--- src/rtl/utf8d_pkg.sv ---
// Shared types, codes and helpers for the UTF-8 stream decoder.
package utf8d_pkg;

  // Input transaction: one raw byte and its end-of-string mark.
  typedef struct packed {
    logic [7:0] data_byte;
    logic       end_of_string;
  } in_item_t;

  // Result transaction: code point, bytes consumed and status.
  typedef struct packed {
    logic [20:0] code_point;
    logic [2:0]  sequence_length;
    logic [2:0]  status;
  } out_item_t;

  // Status codes.
  localparam logic [2:0] ST_OK        = 3'd0;
  localparam logic [2:0] ST_BAD_LEAD  = 3'd1;
  localparam logic [2:0] ST_TRUNC     = 3'd2;
  localparam logic [2:0] ST_BAD_CONT  = 3'd3;
  localparam logic [2:0] ST_OVERLONG  = 3'd4;
  localparam logic [2:0] ST_RANGE     = 3'd5;
  localparam logic [2:0] ST_SURROGATE = 3'd6;

  // Code point limits.
  localparam logic [20:0] CP_MAX     = 21'h10FFFF;
  localparam logic [20:0] CP_SURR_LO = 21'h00D800;
  localparam logic [20:0] CP_SURR_HI = 21'h00DFFF;
  localparam logic [20:0] CP_MIN_2   = 21'h000080;
  localparam logic [20:0] CP_MIN_3   = 21'h000800;
  localparam logic [20:0] CP_MIN_4   = 21'h010000;

  // Sequence lengths.
  localparam logic [2:0] LEN_1 = 3'd1;
  localparam logic [2:0] LEN_2 = 3'd2;
  localparam logic [2:0] LEN_3 = 3'd3;
  localparam logic [2:0] LEN_4 = 3'd4;

  // Byte classes found by the front end.
  typedef enum logic [2:0] {
    CLS_ASCII,
    CLS_LEAD2,
    CLS_LEAD3,
    CLS_LEAD4,
    CLS_CONT,
    CLS_INVALID
  } byte_class_t;

  // Classified byte passed from front end to back end.
  typedef struct packed {
    logic [7:0]  data_byte;
    logic        end_of_string;
    byte_class_t cls;
  } cls_item_t;

  function automatic byte_class_t classify(input logic [7:0] b);
    byte_class_t c;
    priority casez (b)
      8'b0???????: c = CLS_ASCII;
      8'b10??????: c = CLS_CONT;
      8'b110?????: c = CLS_LEAD2;
      8'b1110????: c = CLS_LEAD3;
      8'b11110???: c = CLS_LEAD4;
      default:     c = CLS_INVALID;
    endcase
    return c;
  endfunction

  function automatic logic [20:0] min_for_length(input logic [2:0] n);
    logic [20:0] m;
    unique case (n)
      LEN_2:   m = CP_MIN_2;
      LEN_3:   m = CP_MIN_3;
      LEN_4:   m = CP_MIN_4;
      default: m = '0;
    endcase
    return m;
  endfunction

endpackage

--- src/rtl/utf8_stream_decoder_unit.sv ---
// Top level of the UTF-8 stream decoder with validation.
// Unless stalled, the decoder takes one byte per clock and gives at most one
// result per byte: a result for every ASCII byte, for the last byte of a
// multi-byte sequence, and for every byte that ends a sequence in error (bad
// lead, truncated by the end-of-string mark, bad continuation, overlong,
// above 0x10FFFF, surrogate). Lead and middle bytes of a good sequence give
// no result. After any error the offending byte is dropped and decoding
// restarts idle; code_point is zero on every error. Sustained rate is one
// byte per clock while the consumer keeps popping. A pushed byte is held in
// the front-end queue, decoded combinationally in the back end, and its
// result (if any) is registered in the result queue that drives out_item.
// Both sides stall on their own: each side has a two-entry queue; in_full
// rises only after the result queue filled with the consumer not popping.
module utf8_stream_decoder_unit (
  input  logic                 clk,
  input  logic                 rst_n,
  // Input transactions
  input  logic                 in_push,
  output logic                 in_full,
  input  utf8d_pkg::in_item_t  in_item,
  // Result transactions
  output logic                 out_empty,
  input  logic                 out_pop,
  output utf8d_pkg::out_item_t out_item
);
  import utf8d_pkg::*;

  // Classified bytes between front and back end.
  logic      item_valid;
  logic      item_pop;
  cls_item_t item;

  // Front end: classify each byte and hold it until the decoder takes it.
  utf8d_front u_front (
    .clk        (clk),
    .rst_n      (rst_n),
    .in_push    (in_push),
    .in_full    (in_full),
    .in_item    (in_item),
    .item_valid (item_valid),
    .item_pop   (item_pop),
    .item       (item)
  );

  // Back end: advance the sequence state and queue the results.
  utf8d_back u_back (
    .clk        (clk),
    .rst_n      (rst_n),
    .item_valid (item_valid),
    .item_pop   (item_pop),
    .item       (item),
    .out_empty  (out_empty),
    .out_pop    (out_pop),
    .out_item   (out_item)
  );

endmodule

--- src/rtl/utf8d_front.sv ---
// Front end: accepts bytes, classifies them and queues them for the back end.
module utf8d_front (
  input  logic                 clk,
  input  logic                 rst_n,
  input  logic                 in_push,
  output logic                 in_full,
  input  utf8d_pkg::in_item_t  in_item,
  output logic                 item_valid,
  input  logic                 item_pop,
  output utf8d_pkg::cls_item_t item
);
  import utf8d_pkg::*;

  cls_item_t  q_r [2];
  logic       wr_ptr_r, wr_ptr_nxt;
  logic       rd_ptr_r, rd_ptr_nxt;
  logic [1:0] count_r, count_nxt;
  logic       do_push, do_pop;
  cls_item_t  new_item;

  assign in_full    = (count_r == 2'd2);
  assign item_valid = (count_r != 2'd0);
  assign item       = q_r[rd_ptr_r];
  assign do_push    = in_push && !in_full;
  assign do_pop     = item_pop && item_valid;

  always_comb begin
    new_item.data_byte     = in_item.data_byte;
    new_item.end_of_string = in_item.end_of_string;
    new_item.cls           = classify(in_item.data_byte);
  end

  always_comb begin
    wr_ptr_nxt = do_push ? ~wr_ptr_r : wr_ptr_r;
    rd_ptr_nxt = do_pop ? ~rd_ptr_r : rd_ptr_r;
    count_nxt  = count_r + {1'b0, do_push} - {1'b0, do_pop};
  end

  always_ff @(posedge clk) begin
    if (!rst_n) begin
      wr_ptr_r <= 1'b0;
      rd_ptr_r <= 1'b0;
      count_r  <= 2'd0;
    end else begin
      wr_ptr_r <= wr_ptr_nxt;
      rd_ptr_r <= rd_ptr_nxt;
      count_r  <= count_nxt;
    end
  end

  always_ff @(posedge clk) begin
    if (do_push) begin
      q_r[wr_ptr_r] <= new_item;
    end
  end

endmodule

--- src/rtl/utf8d_back.sv ---
// Back end: runs the sequence decoder and queues results for the consumer.
module utf8d_back (
  input  logic                 clk,
  input  logic                 rst_n,
  input  logic                 item_valid,
  output logic                 item_pop,
  input  utf8d_pkg::cls_item_t item,
  output logic                 out_empty,
  input  logic                 out_pop,
  output utf8d_pkg::out_item_t out_item
);
  import utf8d_pkg::*;

  // Decoder state.
  logic [2:0]  seq_total_r, seq_total_nxt;
  logic [2:0]  seq_seen_r, seq_seen_nxt;
  logic [20:0] acc_r, acc_nxt;

  // Result queue.
  out_item_t   rq_r [2];
  logic        rq_wr_r, rq_wr_nxt;
  logic        rq_rd_r, rq_rd_nxt;
  logic [1:0]  rq_cnt_r, rq_cnt_nxt;

  logic        res_full, take, emit, do_push, do_pop;
  out_item_t   res;
  logic [2:0]  seen;
  logic [20:0] v;

  assign res_full  = (rq_cnt_r == 2'd2);
  assign take      = item_valid && !res_full;
  assign item_pop  = take;
  assign do_push   = take && emit;
  assign out_empty = (rq_cnt_r == 2'd0);
  assign do_pop    = out_pop && !out_empty;
  assign out_item  = rq_r[rq_rd_r];

  assign seen = seq_seen_r + 3'd1;
  assign v    = {acc_r[14:0], item.data_byte[5:0]};

  always_comb begin
    emit          = 1'b0;
    res           = '0;
    seq_total_nxt = seq_total_r;
    seq_seen_nxt  = seq_seen_r;
    acc_nxt       = acc_r;
    if (seq_total_r == 3'd0) begin
      unique case (item.cls)
        CLS_ASCII: begin
          emit                = 1'b1;
          res.code_point      = {13'd0, item.data_byte};
          res.sequence_length = LEN_1;
          res.status          = ST_OK;
        end
        CLS_LEAD2, CLS_LEAD3, CLS_LEAD4: begin
          if (item.end_of_string) begin
            emit                = 1'b1;
            res.sequence_length = LEN_1;
            res.status          = ST_TRUNC;
          end else begin
            seq_seen_nxt = LEN_1;
            unique case (item.cls)
              CLS_LEAD2: begin
                seq_total_nxt = LEN_2;
                acc_nxt       = {16'd0, item.data_byte[4:0]};
              end
              CLS_LEAD3: begin
                seq_total_nxt = LEN_3;
                acc_nxt       = {17'd0, item.data_byte[3:0]};
              end
              default: begin
                seq_total_nxt = LEN_4;
                acc_nxt       = {18'd0, item.data_byte[2:0]};
              end
            endcase
          end
        end
        default: begin
          emit                = 1'b1;
          res.sequence_length = LEN_1;
          res.status          = ST_BAD_LEAD;
        end
      endcase
    end else begin
      priority if ((seen < seq_total_r) && item.end_of_string) begin
        emit                = 1'b1;
        res.sequence_length = seen;
        res.status          = ST_TRUNC;
      end else if (item.cls != CLS_CONT) begin
        emit                = 1'b1;
        res.sequence_length = seen;
        res.status          = ST_BAD_CONT;
      end else if (seen < seq_total_r) begin
        acc_nxt      = v;
        seq_seen_nxt = seen;
      end else begin
        emit                = 1'b1;
        res.sequence_length = seq_total_r;
        priority if (v < min_for_length(seq_total_r)) begin
          res.status = ST_OVERLONG;
        end else if (v > CP_MAX) begin
          res.status = ST_RANGE;
        end else if ((v >= CP_SURR_LO) && (v <= CP_SURR_HI)) begin
          res.status = ST_SURROGATE;
        end else begin
          res.status     = ST_OK;
          res.code_point = v;
        end
      end
    end
    // Any result returns the decoder to idle.
    if (emit) begin
      seq_total_nxt = 3'd0;
      seq_seen_nxt  = 3'd0;
      acc_nxt       = '0;
    end
  end

  always_comb begin
    rq_wr_nxt  = do_push ? ~rq_wr_r : rq_wr_r;
    rq_rd_nxt  = do_pop ? ~rq_rd_r : rq_rd_r;
    rq_cnt_nxt = rq_cnt_r + {1'b0, do_push} - {1'b0, do_pop};
  end

  always_ff @(posedge clk) begin
    if (!rst_n) begin
      seq_total_r <= 3'd0;
      seq_seen_r  <= 3'd0;
      acc_r       <= '0;
      rq_wr_r     <= 1'b0;
      rq_rd_r     <= 1'b0;
      rq_cnt_r    <= 2'd0;
    end else begin
      if (take) begin
        seq_total_r <= seq_total_nxt;
        seq_seen_r  <= seq_seen_nxt;
        acc_r       <= acc_nxt;
      end
      rq_wr_r  <= rq_wr_nxt;
      rq_rd_r  <= rq_rd_nxt;
      rq_cnt_r <= rq_cnt_nxt;
    end
  end

  always_ff @(posedge clk) begin
    if (do_push) begin
      rq_r[rq_wr_r] <= res;
    end
  end

endmodule
--- config.mk ---
export PLATFORM = sky130hd
export DESIGN_NAME = utf8_stream_decoder_unit
export DESIGN_NICKNAME = d
export VERILOG_FILES = /design/src/rtl/utf8d_pkg.sv /design/src/rtl/utf8_stream_decoder_unit.sv /design/src/rtl/utf8d_front.sv /design/src/rtl/utf8d_back.sv
export SDC_FILE = /design/constraint.sdc
export NUM_CORES = 1
export LEC_CHECK = 0
export BUFFER_PORTS_ARGS = -buffer_cell sky130_fd_sc_hd__clkbuf_2
export CORE_MARGIN = 4
export CORE_UTILIZATION = 30
export CTS_BUF_LIST = sky130_fd_sc_hd__clkbuf_8
export CTS_CLUSTER_SIZE = 14
export DETAILED_ROUTE_END_ITERATION = 8
export PLACE_DENSITY = 0.44
export SYNTH_ARGS = -nofsm -noshare
export SYNTH_HDL_FRONTEND = slang
export SYNTH_SLANG_ARGS = --single-unit
--- constraint.sdc ---
create_clock -name clk -period 6.23 [get_ports clk]
set_input_delay 0.623 -clock clk [delete_from_list [all_inputs] [get_ports clk]]
set_output_delay 0.623 -clock clk [all_outputs]
set_load 0.03 [all_outputs]
==> flow_summary.ini, run 1 <==
[pwr]
ir_worst_vdd_uv = 222
cellPowerDensity_mw_per_mm2 = 488
leakagePower_nw = 1.95

[timing]
setup_ws_ps = 2750
rsz0062_at_grt = no
clock.fmax_ghz = 0.287
slew_headroom_pct = 26.3
setup_tns_ps = 0
worst_slew_pin_slew_ps = 1100
hold_viol_final = 0
setup_viol = 0
min_period_ps = 3480
timing.final.crit_share_pct = 55.8
final_max_slew_viol_count = 0
fin_skew_ps = 11.7

[floorplan]
io_pins = 42
die_area_mm2 = 0.0180
fp.dieH_um = 134
core_area_mm2 = 0.0154
rows = 45
start_util_pct = 31.0
die_x_um = 134

[detailed_routing]
dr_total_vias = 2782
drc = 0
avgRoutedWirePerCell_um = 14.9
drt_iter0_markers = 132
wl_um = 9180
drtPass1Iterations = 4
final_antenna_net_count = 0
viasPerCell = 4.50

[finish]
syn_to_final_growth_pct = 12.6
layout-drive-gt1-share_pct = 24.8
fin_area_mm2 = 0.00536
fillCellCount = 1560
utilization_pct = 34.9
multi_input_area_mm2 = 0.00160
nets = 424
seqCellArea_mm2 = 0.00296
antennaDiodeCount = 0

[clock_tree]
htreeDepth = 3
cts_tree = done
cts_resized = 0
postCtsHoldBufs = 0
cts_root_buf = clkbuf_8
clkSinkCount = 109
clock_latency_ps = 380
cts_setup_buffers = 0
clockBufferDepth = 2
cts_made_buffers = 9
path_clk_slew_ps = 100

[synth]
ys_seq_area_share_pct = 62.2
synth_compound_area_share_pct = 8.46
synth_edf_count = 78
synthSimpleGateAreaFrac_pct = 12.5
yosys.area_share.xor_xnor_pct = 1.84
async_flop_share_pct = 0
synthCells = 364
synth_mux_area_share_pct = 8.38
syn_area_per_cell_um2 = 13.1
syn_nets = 386
ys.flop_type = edfxtp_1
yosys_warnings = 0
synth_top_family_by_area = simple AND/OR/NAND/NOR gates
syn_area_mm2 = 0.00476
synth_seq_cells = 109
synth_cell_types = 54
synthAdderAreaFrac_pct = 2.36

[flow_run]
drv_cap = 0

[status]
outcome = finished clean

[grt]
grt-ovfl-total = 0
grt_pass1_wl_um = 14900
grt_usage_pct = 10.8
antenna_found_initial = 0
grt_max_degree = 28
first_global_vias = 2796

[placement]
dpl_cell_area_mm2 = 0.00512
io_buffers = 41
dpl.hpwl_um = 6400
dp_slack_ps = 2670
gp_congestion = 0.782

[setup_path]
endpoint_kind = register
arrival_ps = 3550
crit_type = register to register
required_ps = 6300
worstPathMaxFanout = 20
startpoint_type = register

[min_path]
hold_path_class = input pin to register
==> power by group <==
| part | internal [mW] | switching (mW) | leakage [nW] |
|---|---|---|---|
| sequential | 0.999 | 0.0905 | 0.993 |
| clock | 0.265 | 0.239 | 0.121 |
| combinational | 0.349 | 0.674 | 0.842 |
==> final cells by class <==
cell class              instances  share of cell area, %
well taps                     211                   4.92
flip-flops and latches        109                   55.3
repair buffers                 45                   4.39
clock buffers                   9                   2.31
multi-input cells             222                   29.9
clock inverters                 7                   2.15
inverters                      15                   1.05
==> stage by stage <==
stage	power [mW]	hold slack, ps	cells
5_1_grt	2.80	391	618
3_3_place_gp	2.15	449	602
4_1_cts	2.67	392	618
3_5_place_dp	2.15	455	602
2_1_floorplan	1.93	438	364
6_report	2.62	422	618
==> logic make-up (layout without fill, tap and decap cells) <==
group / count (synthesis) / after routing
and+or+nand+nor: 111 / 111
DFF: 109 / 109
AOI/OAI and AO/OA: 56 / 56
muxes: 36 / 36
buffers and inverters: 33 / 76
xor gates and xnor gates: 10 / 10
adders and majority gates: 9 / 9
==> registers in the layout, summed over array words and instances, names as in the netlist, 2 cells and up, named ones only <==
register and count:
u_back.rq_r 54, u_front.count_r 2, u_back.acc_r 15, u_back.rq_cnt_r 2
u_back.seq_total_r 3, u_front.q_r 24, u_back.seq_seen_r 3
==> layout by cell type (no fill, tap or decap), types with 2 or more instances in the layout <==
cell type	netlist	layout
nand3_1	11	11
a21oi_1	23	23
xor2_1	2	2
buf_4	0	4
dfxtp_1	31	31
nor4bb_1	2	2
nor2b_1	4	4
and3_1	13	13
inv_1	15	16
mux2_2	27	27
nor3_1	6	5
nor2_1	18	18
o21a_1	4	4
bufinv_16	0	3
clkbuf_8	1	9
nor4b_1	2	2
a211oi_2	3	3
ha_1	9	9
and2_1	8	8
clkbuf_2	0	41
mux2i_1	8	8
or3_1	2	2
nand4_1	2	2
edfxtp_1	78	78
o22ai_1	2	2
a21o_1	2	2
xnor2_1	8	8
nand2b_1	3	3
or4_1	2	2
and2_2	2	2
nand2_1	27	27
o21ai_0	9	9
a22o_1	2	2
==> cell usage after synthesis (2+ instances only) <==
cell / count / area (um2)
o21a_1: 4 / 30.0
nor4b_1: 2 / 17.5
o22ai_1: 2 / 12.5
nor4bb_1: 2 / 20.0
clkbuf_1: 5 / 18.8
nor2b_1: 4 / 25.0
a21oi_1: 23 / 115
nor3_1: 6 / 30.0
xor2_1: 2 / 17.5
and2_2: 2 / 15.0
inv_1: 15 / 56.3
or4_1: 2 / 15.0
nand3_1: 11 / 55.1
buf_1: 3 / 11.3
nand2_1: 27 / 101
and2_1: 8 / 50.1
a22o_1: 2 / 17.5
or3_1: 2 / 12.5
nand4_1: 2 / 12.5
nand2b_1: 3 / 18.8
ha_1: 9 / 113
a21o_1: 2 / 15.0
xnor2_1: 8 / 70.1
and3_1: 13 / 81.3
nor2_1: 18 / 67.6
buf_6: 9 / 101
a211oi_2: 3 / 37.5
dfxtp_1: 31 / 621
edfxtp_1: 78 / 2340
o21ai_0: 9 / 45.0
mux2i_1: 8 / 80.1
mux2_2: 27 / 304
==> path summary, 6_finish.rpt <==
kind	startpoint	end	slack (ps)	depth (start not counted)
setup / recovery	register	u_back.rq_r[0][17]	2750	5
hold / removal	in_item[3]	u_front.q_r[0][6]	420	1
setup reg to reg	register	u_back.rq_r[0][17]	2750	5
hold reg to reg	u_back.seq_seen_r[1]	u_back.seq_seen_r[1]	470	2
==> worst max-delay path, cell delays in order (launching register included) <==
cell and delay, ps:
dfxtp_1 900, and2b_2 330, a32oi_1 450, o41ai_4 220
nor3_2 860, buf_4 390
==> metal layers <==
metal | up-vias | global-route usage, % | wire length [um] | part of all wire [%]
met5 | - | 0 | 0 | 0
met4 | 0 | 4.63 | 146 | 1.6
met3 | 11 | 3.86 | 392 | 4.3
met2 | 41 | 16.4 | 4130 | 45
met1 | 1321 | 14.1 | 4510 | 49
li1 | 1409 | - | - | -
Note: power is estimated with default switching activity, not from simulation.
==> run 2: changes to the inputs <==
--- a/config.mk
+++ b/config.mk
@@ -11,7 +11,7 @@
 export CTS_BUF_LIST = sky130_fd_sc_hd__clkbuf_8
 export CTS_CLUSTER_SIZE = 14
 export DETAILED_ROUTE_END_ITERATION = 8
-export PLACE_DENSITY = 0.44
+export PLACE_DENSITY = 0.45
 export SYNTH_ARGS = -nofsm -noshare
 export SYNTH_HDL_FRONTEND = slang
 export SYNTH_SLANG_ARGS = --single-unit
==> constraint.sdc (replaced) <==
create_clock -name clk -period 2.97 [get_ports clk]
set_input_delay 0.297 -clock clk [delete_from_list [all_inputs] [get_ports clk]]
set_output_delay 0.297 -clock clk [all_outputs]
set_load 0.03 [all_outputs]
==> run 2 against run 1 <==
Effect of this change:
- die area did not move
- register-to-register slack got worse by 2400 ps
- combinational power rose by 120%
- clock-buffer cell count rose by 2
- largest cell class unchanged
- largest power group is now combinational cells
- highest routed layer unchanged
==> flow_summary.ini, run 2 (same netlist as run 1, synthesis figures left out) <==
[finish]
fin_area_mm2 = 0.00544
reg_top3 = u_back.rq_r (54), u_front.q_r (24), u_back.acc_r (15)
largest_reg_flops = 54
final_common_cell = edfxtp_1
largest-register = u_back.rq_r
final_cell_mix = edfxtp_1, clkbuf_2, dfxtp_1, nand2_1, mux2_2
layout-drive-gt1-share_pct = 26.3
antennaDiodeCount = 0
nets = 432
syn_to_final_growth_pct = 14.2

[status]
outcome = finished clean

[placement]
dpl.hpwl_um = 6520
dp_slack_ps = 347
dpl_cell_area_mm2 = 0.00519
io_buffers = 41
gp_congestion = 0.806

[setup_path]
r2r_slack_ps = 330
endpoint_kind = register
arrival_ps = 2920
worstPathMaxFanout = 5
required_ps = 3250
crit_type = register to register
startpoint_type = register

[timing]
final_max_slew_viol_count = 0
setup_ws_ps = 328
hold_viol_final = 0
timing.final.crit_share_pct = 89.0
clock.fmax_ghz = 0.379
rsz0062_at_grt = no
fin_skew_ps = 9.79
setup_viol = 0
worst_slew_pin_slew_ps = 641
slew_headroom_pct = 57.2
min_period_ps = 2640
setup_tns_ps = 0

[grt]
grt-ovfl-total = 0
first_global_vias = 2878
grt_pass1_wl_um = 15300
grt_usage_pct = 10.9
antenna_found_initial = 0
grt_max_degree = 23

[detailed_routing]
dr_total_vias = 2838
viasPerCell = 4.53
wl_um = 9220
drtPass1Iterations = 4
avgRoutedWirePerCell_um = 14.7
final_antenna_net_count = 0
drc = 0
drt_iter0_markers = 113

[clock_tree]
cts_made_buffers = 9
postCtsHoldBufs = 0
cts_resized = 0
clock_latency_ps = 380
cts_root_buf = clkbuf_8
clkSinkCount = 109
cts_tree = done
clockBufferDepth = 2
cts_setup_buffers = 0
htreeDepth = 3
path_clk_slew_ps = 100

[floorplan]
core_area_mm2 = 0.0154
start_util_pct = 31.0
fp.dieH_um = 134
rows = 45
die_x_um = 134
die_area_mm2 = 0.0180
io_pins = 42

[flow_run]
drv_cap = 0

[pwr]
cellPowerDensity_mw_per_mm2 = 1030
ir_worst_vdd_uv = 337
leakagePower_nw = 2.00

[min_path]
hold_path_class = input pin to register
-- run 2: changes by cell type in the layout (fill, tap and decap cells not counted) --
cell / delta
nor3_4: +1
clkinvlp_4: -1
buf_4: +8
clkbuf_8: +2
nor3_2: -1
clkinv_4: -1
-- run 2: worst max-delay path, stage by stage (launching register included) --
cell,delay [ps]
dfxtp_1,400
ha_1,200
xor2_1,230
ha_1,290
a21oi_1,170
o21ai_0,200
o41ai_4,360
nor2_1,100
ha_1,200
xnor2_1,130
xnor2_1,120
and2_1,140
-- run 2: path summary, 6_finish.rpt --
| path | to | cells after the start | start |
|---|---|---|---|
| max | u_back.rq_cnt_r[1] | 11 | u_back.seq_seen_r[0] |
| min | u_front.q_r[0][5] | 1 | in_item[2] |
| max reg2reg | u_back.rq_cnt_r[1] | 11 | u_back.seq_seen_r[0] |
| min reg2reg | u_back.seq_seen_r[1] | 2 | u_back.seq_seen_r[1] |
-- run 2: metal layers --
layer / share of wire (%) / global-route usage (%) / routed length [um]
met5: 0 / 0 / 0
met4: 0.99 / 2.80 / 91
met3: 4.9 / 3.98 / 448
met2: 45 / 16.7 / 4150
met1: 49 / 14.7 / 4540
-- run 2: layout make-up --
type	count	area (um2)
clock buffer	11	151
clock inverter	5	98.8
fill	1537	9930
inverter	15	56.3
multi-input combinational	222	1610
sequential	109	2960
tap	211	264
timing repair buffer	53	295
-- run 2: where the power goes --
group	switching, mW	internal [mW]
Sequential	0.166	2.09
Combinational	1.46	0.804
Clock	0.481	0.602
Total	2.11	3.50
-- run 2: stage by stage --
step                cells  utilization (%)  hold WS (ps)  total power, mW
detailed placement    610             33.8           460             4.62
global route          626             35.4          65.9             6.01
CTS                   626             35.4          72.5             5.72
floorplan             364                -           396             4.06
finish                626             35.4           100             5.61
global placement      610             33.8           456             4.61
==> run 3: changes to the inputs <==
--- a/config.mk
+++ b/config.mk
@@ -5,6 +5,7 @@
 export SDC_FILE = /design/constraint.sdc
 export NUM_CORES = 1
 export LEC_CHECK = 0
+export ABC_AREA = 1
 export BUFFER_PORTS_ARGS = -buffer_cell sky130_fd_sc_hd__clkbuf_2
 export CORE_MARGIN = 4
 export CORE_UTILIZATION = 30
==> run 3 against run 2 <==
Effect of this change:
- clock skew is 4.8 ps higher
- critical path type unchanged
- register-to-register slack hardly changed
- wire length up 6.3%
- non-clock buffer count shrank 2
- setup slack improved by 7.6 ps
- synthesized area is 0.84% higher
- flip-flop and latch count unchanged
==> flow_summary.ini, run 3 <==
[synth]
synth_common_cells = edfxtp_1, nand2_1, nor2_1
syn_nets = 451
ys.flop_type = edfxtp_1
synth_cell_types = 31
synthCells = 429
synth_edf_count = 78
synth_seq_cells = 109
synth_area_leaders = edfxtp_1, dfxtp_1, mux2_2
syn_area_per_cell_um2 = 11.2
netlist.area_leader.share_pct = 48.8
ys_seq_area_share_pct = 61.7
async_flop_share_pct = 0
synth_top_cell_by_area = edfxtp_1
yosysMostFrequentCell = edfxtp_1
syn_area_mm2 = 0.00480
yosys_warnings = 0

[detailed_routing]
drtPass1Iterations = 4
wl_um = 9810
drt_iter0_markers = 176
final_antenna_net_count = 0
avgRoutedWirePerCell_um = 14.1
dr_total_vias = 3118
drc = 0
viasPerCell = 4.49

[pwr]
cellPowerDensity_mw_per_mm2 = 1170
ir_worst_vdd_uv = 347
leakagePower_nw = 2.19

[finish]
syn_to_final_growth_pct = 15.3
largest_reg_flops = 54
largest-register = u_back.rq_r
reg_top3 = u_back.rq_r (54), u_front.q_r (24), u_back.acc_r (15)
fin_area_mm2 = 0.00554
antennaDiodeCount = 0
layout-drive-gt1-share_pct = 26.1
utilization_pct = 35.9
nets = 500
final_common_cell = edfxtp_1
final_cell_mix = edfxtp_1, nand2_1, nor2_1, inv_1, clkbuf_2

[timing]
setup_viol = 0
min_period_ps = 2630
fin_skew_ps = 14.6
hold_viol_final = 0
timing.final.crit_share_pct = 88.7
clock.fmax_ghz = 0.380
worst_slew_pin_slew_ps = 554
setup_tns_ps = 0
final_max_slew_viol_count = 0
rsz0062_at_grt = no
slew_headroom_pct = 63.0

[clock_tree]
cts_made_buffers = 9
cts_tree = done
postCtsHoldBufs = 0
path_clk_slew_ps = 100
clkSinkCount = 109
clockBufferDepth = 2
clock_latency_ps = 390
cts_setup_buffers = 0
htreeDepth = 3
cts_root_buf = clkbuf_8
cts_resized = 0

[floorplan]
start_util_pct = 31.1
io_pins = 42
core_area_mm2 = 0.0154
die_x_um = 135
fp.dieH_um = 135
rows = 45
die_area_mm2 = 0.0181

[min_path]
hold_start = in_item[1]
hold_path_class = input pin to register

[placement]
dpl.hpwl_um = 7100
io_buffers = 41
dpl_cell_area_mm2 = 0.00528
gp_congestion = 0.784

[grt]
first_global_vias = 3297
antenna_found_initial = 0
grt_pass1_wl_um = 16600
grt_usage_pct = 11.7
grt_max_degree = 30
grt-ovfl-total = 0

[setup_path]
endpoint_kind = register
setup.worst_path.start = u_back.seq_seen_r[0]
startpoint_type = register
worstPathMaxFanout = 4
arrival_ps = 2910
r2r-start = u_back.seq_seen_r[0]
crit_type = register to register
required_ps = 3240

[flow_run]
drv_cap = 0

[status]
outcome = finished clean
==> run 3: cell count changes in the layout (fill, tap and decap cells not counted), sizes merged, moves of 5 or more <==
cell	previous run	this run
inv	16	49
nor2	18	51
nand2	28	57
o21ai	10	34
and3	14	0
and2	10	0
nor3	6	16
nand3	11	20
mux2i	8	0
xnor2	8	0
a211oi	5	0
==> run 3: path summary, 6_finish.rpt <==
check	to	slack (ps)	depth (start not counted)
worst max-delay path	u_back.rq_cnt_r[1]	340	13
worst min-delay path	u_front.q_r[1][4]	100	1
worst max register to register	u_back.rq_cnt_r[1]	340	13
worst min register to register	register	460	1
==> run 3: cell families (layout without fill, tap and decap cells) <==
kind of cell	after synthesis	in the layout	share of synthesized area, %
muxes	32	32	7.50
buffers and inverters	62	116	5.44
adders and majority gates	9	9	2.34
xor gates and xnor gates	3	3	0.547
and+or+nand+nor	149	149	14.8
DFF	109	109	61.7
AOI/OAI and AO/OA	65	65	7.71
==> run 3: report_power, final <==
group	internal (mW)	total (mW)	switching (mW)
sequential	2.20	2.40	0.204
clock	0.642	1.14	0.496
combinational	0.922	2.94	2.02
==> run 3: area by class of cell <==
| cell class | instances | area, um2 |
|---|---|---|
| sequential | 109 | 2960 |
| fill | 1572 | 9890 |
| clock buffer | 9 | 124 |
| tap | 211 | 264 |
| timing repair buffer | 51 | 280 |
| multi-input combinational | 258 | 1590 |
| inverter | 49 | 184 |
| clock inverter | 7 | 138 |
==> run 3: metrics by stage <==
step / power, mW / setup slack [ps] / hold slack (ps) / cells
floorplan: 4.60 / 214 / 396 / 429
global placement: 5.40 / 395 / 438 / 678
detailed placement: 5.44 / 314 / 447 / 678
CTS: 6.60 / 292 / 75.2 / 694
global route: 7.02 / 107 / 74.1 / 694
finish: 6.49 / 336 / 105 / 694
==> run 3: routing by layer <==
layer / up-vias / share of wire, % / track usage, %
met1: 1500 / 46 / 14.3
li1: 1568 / - / -
met4: 0 / 1.1 / 3.45
met2: 43 / 49 / 19.9
met5: - / 0 / 0
met3: 7 / 3.8 / 3.65
==> run 3: worst max-delay path: stages (launching register included) <==
cell and delay [ps]:
dfxtp_1 390, ha_1 170, xor2_1 240, ha_1 290, a21oi_1 180, nand2_1 170, nor2_1 160, nand2_2 100
nand3_1 190, inv_1 70, ha_1 190, xor2_1 150, o21ai_0 160, a21oi_1 50
